### src/rtl/ctt_pkg.sv
package ctt_pkg;

  localparam int LEN_W  = 7;
  localparam int ADDR_W = 6;

  localparam logic [7:0] CH_END   = 8'h00;
  localparam logic [7:0] CH_LF    = 8'h0A;
  localparam logic [7:0] CH_CR    = 8'h0D;
  localparam logic [7:0] CH_SPACE = 8'h20;
  localparam logic [7:0] CH_QUOTE = 8'h22;
  localparam logic [7:0] CH_STAR  = 8'h2A;
  localparam logic [7:0] CH_SLASH = 8'h2F;

  localparam logic [1:0] ST_TOKEN = 2'd0;
  localparam logic [1:0] ST_BREAK = 2'd1;
  localparam logic [1:0] ST_END   = 2'd2;
  localparam logic [1:0] ST_OVER  = 2'd3;

  typedef enum logic [3:0] {
    PH_NEW, PH_SKIP, PH_SLASH, PH_LCOM, PH_BCOM, PH_BSTAR,
    PH_STR, PH_EOL, PH_EOL_SLASH, PH_PLAIN
  } phase_t;

  typedef enum logic [1:0] {
    BK_IDLE, BK_READ, BK_DATA, BK_HOLD
  } bstate_t;

  // One entry of the command queue: either a whole stored token or a single
  // empty result that carries only a status.
  typedef struct packed {
    logic             is_tok;
    logic [LEN_W-1:0] len;
    logic [1:0]       status;
  } cmd_t;

  typedef struct packed {
    logic              en;
    logic [ADDR_W-1:0] addr;
    logic [7:0]        data;
  } wr_t;

endpackage

### src/rtl/ctt_front.sv
module ctt_front #(
  parameter int TOKEN_MAX = 64
) (
  input  logic          clk,
  input  logic          rst,
  input  logic [7:0]    char_code,
  input  logic          allow_line_breaks,
  input  logic          until_eol,
  input  logic          in_valid,
  output logic          in_ready,
  output ctt_pkg::cmd_t push_cmd,
  output logic          push,
  input  logic          full,
  output ctt_pkg::wr_t  wr,
  input  logic          tok_done
);
  import ctt_pkg::*;

  localparam logic [LEN_W-1:0] MAX_LEN = LEN_W'(TOKEN_MAX);

  logic             cur_v;
  logic [7:0]       c;
  logic             al;
  logic             eo;
  phase_t           phase, phase_next, ph;
  logic [1:0]       lat, lat_next;
  logic             saw, saw_next;
  logic [LEN_W-1:0] len, len_next;
  logic [LEN_W-1:0] keep, keep_next;
  logic             ended, ended_next;
  logic             pending;

  logic             again, app, fin, trim, et, stall, step, req_push;
  logic [7:0]       app_d;
  logic [LEN_W-1:0] flen;
  cmd_t             cmd;

  assign in_ready = !cur_v;

  always_comb begin
    ph = phase;
    lat_next = lat;
    saw_next = saw;
    len_next = len;
    keep_next = keep;
    ended_next = ended;
    again = 1'b0;
    app = 1'b0;
    app_d = c;
    fin = 1'b0;
    trim = 1'b0;
    et = 1'b0;
    req_push = 1'b0;
    cmd = '0;
    flen = '0;
    if (phase == PH_NEW) begin
      lat_next = {eo, al};
      saw_next = 1'b0;
      len_next = '0;
      keep_next = '0;
      ph = PH_SKIP;
    end
    phase_next = ph;
    case (ph)
      PH_SKIP: begin
        if (c == CH_END) begin
          et = 1'b1;
        end else if (c <= CH_SPACE) begin
          if (c == CH_LF) saw_next = 1'b1;
        end else if (saw_next && !lat_next[0]) begin
          req_push = 1'b1;
          cmd = '{is_tok: 1'b0, len: '0, status: ST_BREAK};
          phase_next = PH_NEW;
          again = 1'b1;
        end else if (c == CH_SLASH) begin
          phase_next = PH_SLASH;
        end else begin
          len_next = '0;
          keep_next = '0;
          if (c == CH_QUOTE) begin
            phase_next = PH_STR;
          end else begin
            phase_next = lat_next[1] ? PH_EOL : PH_PLAIN;
            again = 1'b1;
          end
        end
      end
      PH_SLASH: begin
        if (c == CH_SLASH) begin
          phase_next = PH_LCOM;
        end else if (c == CH_STAR) begin
          phase_next = PH_BCOM;
        end else begin
          len_next = '0;
          keep_next = '0;
          app = 1'b1;
          app_d = CH_SLASH;
          phase_next = lat_next[1] ? PH_EOL : PH_PLAIN;
          again = 1'b1;
        end
      end
      PH_LCOM: begin
        if (c == CH_END) begin
          et = 1'b1;
        end else if (c == CH_LF) begin
          saw_next = 1'b1;
          phase_next = PH_SKIP;
        end
      end
      PH_BCOM: begin
        if (c == CH_END) et = 1'b1;
        else if (c == CH_STAR) phase_next = PH_BSTAR;
      end
      PH_BSTAR: begin
        if (c == CH_END) begin
          et = 1'b1;
        end else if (c == CH_SLASH) begin
          saw_next = 1'b0;
          phase_next = PH_SKIP;
        end else if (c != CH_STAR) begin
          phase_next = PH_BCOM;
        end
      end
      PH_STR: begin
        if (c == CH_QUOTE) begin
          fin = 1'b1;
          phase_next = PH_NEW;
        end else if (c == CH_END) begin
          fin = 1'b1;
          phase_next = PH_NEW;
          again = 1'b1;
        end else begin
          app = 1'b1;
        end
      end
      PH_EOL: begin
        if (c == CH_END || c == CH_LF || c == CH_CR) begin
          fin = 1'b1;
          trim = 1'b1;
          phase_next = PH_NEW;
          again = 1'b1;
        end else if (c == CH_SLASH) begin
          phase_next = PH_EOL_SLASH;
        end else begin
          app = 1'b1;
        end
      end
      PH_EOL_SLASH: begin
        if (c == CH_SLASH || c == CH_STAR) begin
          fin = 1'b1;
          trim = 1'b1;
          lat_next = {eo, al};
          saw_next = 1'b0;
          phase_next = (c == CH_SLASH) ? PH_LCOM : PH_BCOM;
        end else begin
          app = 1'b1;
          app_d = CH_SLASH;
          phase_next = PH_EOL;
          again = 1'b1;
        end
      end
      PH_PLAIN: begin
        if (c > CH_SPACE) begin
          app = 1'b1;
        end else begin
          fin = 1'b1;
          phase_next = PH_NEW;
          again = 1'b1;
        end
      end
      default: begin
        phase_next = PH_NEW;
        again = 1'b1;
      end
    endcase

    // Trimming keeps the stored length up to the last byte at or above space.
    if (fin) begin
      flen = trim ? keep_next : len_next;
      req_push = 1'b1;
      if (flen >= MAX_LEN) cmd = '{is_tok: 1'b0, len: '0, status: ST_OVER};
      else if (flen == '0) cmd = '{is_tok: 1'b0, len: '0, status: ST_TOKEN};
      else cmd = '{is_tok: 1'b1, len: flen, status: ST_TOKEN};
      len_next = '0;
      keep_next = '0;
    end
    if (et) begin
      req_push = 1'b1;
      cmd = '{is_tok: 1'b0, len: '0, status: ST_END};
      ended_next = 1'b1;
      phase_next = PH_NEW;
    end

    wr = '{en: 1'b0, addr: ADDR_W'(len_next), data: app_d};
    if (app && len_next < MAX_LEN) begin
      wr.en = 1'b1;
      if (app_d >= CH_SPACE) keep_next = len_next + LEN_W'(1);
      len_next = len_next + LEN_W'(1);
    end

    // The token store holds one token, so appends wait until it is drained.
    stall = (req_push && full) || (app && pending);
    step = cur_v && !stall;
    push = step && req_push;
    push_cmd = cmd;
    wr.en = wr.en && step;
  end

  always_ff @(posedge clk) begin
    if (rst) begin
      cur_v <= 1'b0;
      phase <= PH_NEW;
      lat <= '0;
      saw <= 1'b0;
      len <= '0;
      keep <= '0;
      ended <= 1'b0;
      pending <= 1'b0;
    end else begin
      if (!cur_v) begin
        if (in_valid && !ended) begin
          cur_v <= 1'b1;
          c <= char_code;
          al <= allow_line_breaks;
          eo <= until_eol;
        end
      end else if (step) begin
        phase <= phase_next;
        lat <= lat_next;
        saw <= saw_next;
        len <= len_next;
        keep <= keep_next;
        ended <= ended_next;
        cur_v <= again && !ended_next;
      end
      if (push && cmd.is_tok) pending <= 1'b1;
      else if (tok_done) pending <= 1'b0;
    end
  end

endmodule

### src/rtl/ctt_fifo.sv
module ctt_fifo (
  input  logic          clk,
  input  logic          rst,
  input  logic          push,
  input  ctt_pkg::cmd_t push_cmd,
  output logic          full,
  input  logic          pop,
  output ctt_pkg::cmd_t pop_cmd,
  output logic          empty
);
  import ctt_pkg::*;

  cmd_t       q [4];
  logic [1:0] wp, rp;
  logic [2:0] cnt;

  assign full = (cnt == 3'd4);
  assign empty = (cnt == 3'd0);
  assign pop_cmd = q[rp];

  always_ff @(posedge clk) begin
    if (push) q[wp] <= push_cmd;
  end

  always_ff @(posedge clk) begin
    if (rst) begin
      wp <= '0;
      rp <= '0;
      cnt <= '0;
    end else begin
      if (push) wp <= wp + 2'd1;
      if (pop) rp <= rp + 2'd1;
      cnt <= cnt + 3'(push) - 3'(pop);
    end
  end

endmodule

### src/rtl/ctt_back.sv
module ctt_back #(
  parameter int TOKEN_MAX = 64
) (
  input  logic          clk,
  input  logic          rst,
  input  ctt_pkg::wr_t  wr,
  input  logic          empty,
  input  ctt_pkg::cmd_t pop_cmd,
  output logic          pop,
  output logic          tok_done,
  output logic [7:0]    token_byte,
  output logic          byte_valid,
  output logic          last,
  output logic [1:0]    status,
  output logic          out_valid,
  input  logic          out_ready
);
  import ctt_pkg::*;

  localparam int AW = (TOKEN_MAX > 1) ? $clog2(TOKEN_MAX) : 1;

  logic [7:0]       mem [TOKEN_MAX];
  logic [7:0]       rdata;
  bstate_t          state, state_next;
  cmd_t             cur;
  logic [LEN_W-1:0] idx;
  logic             load_single, load_byte, adv;

  always_ff @(posedge clk) begin
    if (wr.en) mem[wr.addr[AW-1:0]] <= wr.data;
    rdata <= mem[idx[AW-1:0]];
  end

  always_comb begin
    state_next = state;
    pop = 1'b0;
    load_single = 1'b0;
    load_byte = 1'b0;
    adv = 1'b0;
    tok_done = 1'b0;
    case (state)
      BK_IDLE: begin
        if (!empty) begin
          pop = 1'b1;
          if (pop_cmd.is_tok) begin
            state_next = BK_READ;
          end else begin
            load_single = 1'b1;
            state_next = BK_HOLD;
          end
        end
      end
      BK_READ: state_next = BK_DATA;
      BK_DATA: begin
        load_byte = 1'b1;
        state_next = BK_HOLD;
      end
      BK_HOLD: begin
        if (out_ready) begin
          if (cur.is_tok && !last) begin
            adv = 1'b1;
            state_next = BK_READ;
          end else begin
            tok_done = cur.is_tok;
            state_next = BK_IDLE;
          end
        end
      end
      default: state_next = BK_IDLE;
    endcase
  end

  assign out_valid = (state == BK_HOLD);

  always_ff @(posedge clk) begin
    if (rst) begin
      state <= BK_IDLE;
    end else begin
      state <= state_next;
    end
  end

  always_ff @(posedge clk) begin
    if (pop) begin
      cur <= pop_cmd;
      idx <= '0;
    end else if (adv) begin
      idx <= idx + LEN_W'(1);
    end
    if (load_single) begin
      token_byte <= '0;
      byte_valid <= 1'b0;
      last <= 1'b1;
      status <= pop_cmd.status;
    end else if (load_byte) begin
      token_byte <= rdata;
      byte_valid <= 1'b1;
      last <= (idx + LEN_W'(1) == cur.len);
      status <= ST_TOKEN;
    end
  end

endmodule

### src/rtl/config_text_tokenizer.sv
// Byte-serial tokenizer: each accepted text byte is captured, then scanned, and a
// byte that starts an unquoted token, ends a token or ends a line-break search is
// scanned again, once per rescan. Tokens are stored in a TOKEN_MAX-byte buffer and
// drained by the emitter one output byte at a time (memory read, output load,
// handshake), after each command is taken from the queue; an empty result is loaded
// from the queue straight into the handshake state, with no memory read.
// The scanner stalls on its next stored byte until the previous token is drained.
// A four-entry command queue lets skipping and comments run while results drain.
module config_text_tokenizer #(
  parameter int TOKEN_MAX = 64
) (
  input  logic       clk,
  input  logic       rst,
  input  logic [7:0] char_code,
  input  logic       allow_line_breaks,
  input  logic       until_eol,
  input  logic       in_valid,
  output logic       in_ready,
  output logic [7:0] token_byte,
  output logic       byte_valid,
  output logic       last,
  output logic [1:0] status,
  output logic       out_valid,
  input  logic       out_ready
);
  import ctt_pkg::*;

  cmd_t push_cmd, pop_cmd;
  wr_t  wr;
  logic push, full, pop, empty, tok_done;

  ctt_front #(.TOKEN_MAX(TOKEN_MAX)) u_front (
    .clk(clk), .rst(rst),
    .char_code(char_code), .allow_line_breaks(allow_line_breaks),
    .until_eol(until_eol), .in_valid(in_valid), .in_ready(in_ready),
    .push_cmd(push_cmd), .push(push), .full(full), .wr(wr), .tok_done(tok_done)
  );

  ctt_fifo u_fifo (
    .clk(clk), .rst(rst),
    .push(push), .push_cmd(push_cmd), .full(full),
    .pop(pop), .pop_cmd(pop_cmd), .empty(empty)
  );

  ctt_back #(.TOKEN_MAX(TOKEN_MAX)) u_back (
    .clk(clk), .rst(rst), .wr(wr),
    .empty(empty), .pop_cmd(pop_cmd), .pop(pop), .tok_done(tok_done),
    .token_byte(token_byte), .byte_valid(byte_valid), .last(last),
    .status(status), .out_valid(out_valid), .out_ready(out_ready)
  );

endmodule

### config.mk
export PLATFORM = sky130hd
export DESIGN_NAME = config_text_tokenizer
export DESIGN_NICKNAME = d
export VERILOG_FILES = /design/src/rtl/ctt_pkg.sv /design/src/rtl/ctt_front.sv /design/src/rtl/ctt_fifo.sv /design/src/rtl/ctt_back.sv /design/src/rtl/config_text_tokenizer.sv
export SDC_FILE = /design/constraint.sdc
export NUM_CORES = 1
export LEC_CHECK = 0
export BUFFER_PORTS_ARGS = -buffer_cell sky130_fd_sc_hd__clkbuf_2
export CAP_MARGIN = 20
export CORE_ASPECT_RATIO = 2
export CORE_UTILIZATION = 40
export CTS_CLUSTER_DIAMETER = 150
export DETAILED_ROUTE_END_ITERATION = 6
export RECOVER_POWER = 100
export SLEW_MARGIN = 20
export SYNTH_ARGS = -nofsm -noshare
export SYNTH_HDL_FRONTEND = slang
export SYNTH_HIERARCHICAL = 1
export SYNTH_SLANG_ARGS = --single-unit
### constraint.sdc
create_clock -name clk -period 11.95 [get_ports clk]
set_clock_uncertainty 0.1 [all_clocks]
set_input_delay 0 -clock clk [delete_from_list [all_inputs] [get_ports clk]]
set_output_delay 0 -clock clk [all_outputs]
set_load 0.05 [all_outputs]
==> impl_metrics.tcl <==
set metrics [dict create \
    worstMarginPinSlew_ns 3.39 \
    nNetsFinal 1562 \
    path_cells "or4_1 -> o21ai_0 -> nor2b_1 -> a311oi_1 -> o221ai_1 -> a21oi_1 -> and2_0" \
    htree_levels 2 \
    placed_area_mm2 0.0269 \
    cts_root_buffer "clkbuf_16" \
    cp_max_fo 15 \
    clock_latency_ns 0.58 \
    relSlewSlack -1.26 \
    rrSetupSlack_ns 5.42 \
    design_power_total_w 0.00512 \
    track_usage 0.190 \
    cts.sinks 632 \
    gp_congestion 0.927 \
    dr.first_iter.drc_count 1003 \
    worstPathRequired_ns 12.06 \
    synth_cells 1491 \
    dp_hpwl_um 41600 \
    hold_start "out_ready" \
    violations "capacitance limit, slew limit" \
    place_ws_ns 7.00 \
    fin_crit_sh 0.547 \
    cp_top_family "compound AO/OA/AOI/OAI gates" \
    cts_tree "yes" \
    antenna_found_initial 0 \
    slowest_delay_ns 1.43 \
    r2r_end "u_fifo/q[0][7]" \
    num_vias 13449 \
    maxCapViolCount 13 \
    clkTransAtPathRegs_ns 0.07 \
    synthTopCellsByArea "edfxtp_1 (66%), mux4_2 (11%), dfxtp_1 (4.6%)" \
    cp-start-kind "register" \
    overflow 0 \
    start_util 0.406 \
    drive_gt1_frac 0.166 \
    fmax_ghz 0.153 \
    r2r-start "u_front/c[1]" \
    period_minus_slack_ns 6.53 \
    netlist_area_mm2 0.0259 \
    startpoint "u_front/c[1]" \
    cts_max_path_buffers 3 \
    cts.repair.resized 0 \
    ys_seq_area_frac 0.708 \
    synthFlopType "edfxtp_1" \
    synth_enable_flop_cells 572 \
    ctsHoldBuffers 24 \
    drt-vias-per-instance 5.66 \
    synth_cell_types 84 \
    finalMaxSlewViolations 649 \
    hold_depth 6 \
    cts_buffers 52 \
    crit_slowest_cell "a311oi_1" \
    r2r_cells 7 \
    antenna_left 0 \
    die_h_um 362 \
    area_delta_synth_final_pct 10.6 \
    finalSetupViolations 0 \
    diodes 0 \
    totalWireLength_um 61300 \
    max-vdd-ir-drop_uv 97.7 \
    yosysMostFrequentCell "edfxtp_1" \
    p_per_area_mw_per_mm2 179 \
    post_cts_buffers 0 \
    setup_tns_ns 0 \
    dr.pass1.iters 7 \
    first_global_vias 14274 \
    final_area_mm2 0.0287 \
    finish.utilization 0.449 \
    die_w_um 182 \
    worst_setup_path_end_kind "register" \
    syn_nets 1517 \
    cp_data_arrival_time_ns 6.64 \
    syn_area_per_cell_um2 17.4 \
    die-area_mm2 0.0659 \
    setup_ws_ns 5.42 \
    pin_count 28 \
    async_flop_share 0 \
    leakage_nw 8.48 \
    port_buffers 27 \
    worstSetupPathType "register to register" \
    synth_top_area_frac 0.662 \
    yosys_warnings 6 \
    rsz0062_at_grt "no" \
    finalHoldViolations 0 \
    core-area_mm2 0.0639 \
    crit_buf_inv 0 \
    ys_top_cells_by_count "edfxtp_1 (572), nor2_1 (134), mux4_2 (132), dfxtp_1 (60), nand2_1 (52)" \
    grt_max_degree 65 \
    yosys.area.top_type "edfxtp_1" \
    grt_pass1_wl_um 91800 \
    whs_endpoint "u_back/state[0]" \
    rows 131 \
    holdCritPathClass "primary input to register" \
    wire_per_inst_um 25.8 \
    ys_ff_latch 632 \
    status "complete, but fails checks" \
    drc 0 \
]
-- cells in the final DEF (no fill, tap or decap), drive strengths merged, types with 10 or more instances in the layout --
cell type	count
nor2b	22
o21ai	22
nor3	22
dfxtp	60
o22ai	11
nand3	24
edfxtp	572
mux4	132
inv	25
nand2	52
nor2	134
xnor2	14
ha	11
a21oi	31
or3	11
dlygate4sd3	24
clkinv	16
mux2i	47
a211oi	18
and2	18
o41ai	10
clkbuf	113
buf	12
-- cell type report --
cell class / instances / area, um2
timing repair buffer: 81 / 514
clock inverter: 27 / 342
tap: 798 / 998
multi-input combinational: 744 / 6970
fill: 5538 / 35200
clock buffer: 68 / 1380
sequential: 632 / 18400
inverter: 25 / 93.8
-- flip-flops by register name, indices dropped and copies added, names as in the netlist, 3 cells and up, named ones only --
name	flops
u_back/cur	8
u_back/idx	7
u_back/mem	512
u_back/rdata	8
u_back/token_byte	8
u_fifo/cnt	3
u_fifo/q	40
u_front/c	8
u_front/keep	7
u_front/len	7
u_front/phase	4
-- worst max-delay path by stage --
stage | to | depth (start not counted)
5_1_grt | u_fifo/cnt[2] | 10
4_1_cts | u_back/mem[23][5] | 7
6_report | u_fifo/q[0][7] | 7
2_1_floorplan | u_back/mem[23][0] | 11
3_5_place_dp | u_back/mem[23][0] | 7
3_3_place_gp | u_back/mem[34][2] | 8
-- cells by family after synthesis --
kind of cell | count (synthesis) | share of synthesized area
DFF | 632 | 0.708
and+or+nand+nor | 342 | 0.0656
muxes | 187 | 0.136
AOI/OAI and AO/OA | 178 | 0.0528
buffers and inverters | 115 | 0.0222
xor gates and xnor gates | 24 | 0.00868
adders and majority gates | 12 | 0.00608
other | 1 | 0.000145
-- worst reg2reg max path, cell delays in order (launching register included) --
cell	delay (ns)
edfxtp_1	0.50
or4_1	0.76
o21ai_0	0.58
nor2b_1	0.22
a311oi_1	1.43
o221ai_1	1.08
a21oi_1	0.75
and2_0	0.74
-- power breakdown --
part,internal (W),switching [W],leakage [nW]
clock network,0.000989,0.000758,0.831
registers,0.00259,0.0000681,5.60
logic,0.000236,0.000484,2.04
-- stage by stage --
| stage | std cells | hold slack (ns) |
|---|---|---|
| CTS | 2375 | 0.319 |
| detailed placement | 2256 | 0.0786 |
| finish | 2375 | 0.354 |
| floorplan | 1491 | -0.0284 |
| global route | 2375 | 0.390 |
| global placement | 2256 | 0.0791 |
-- per-layer routing --
metal	global-route usage	vias to the layer above	routed length (um)
met4	0.116	0	3920
met1	0.193	6921	20600
met3	0.0176	132	1850
li1	-	6052	-
met5	0	-	0
met2	0.369	344	34900
Power figures use the tool's default switching activity.
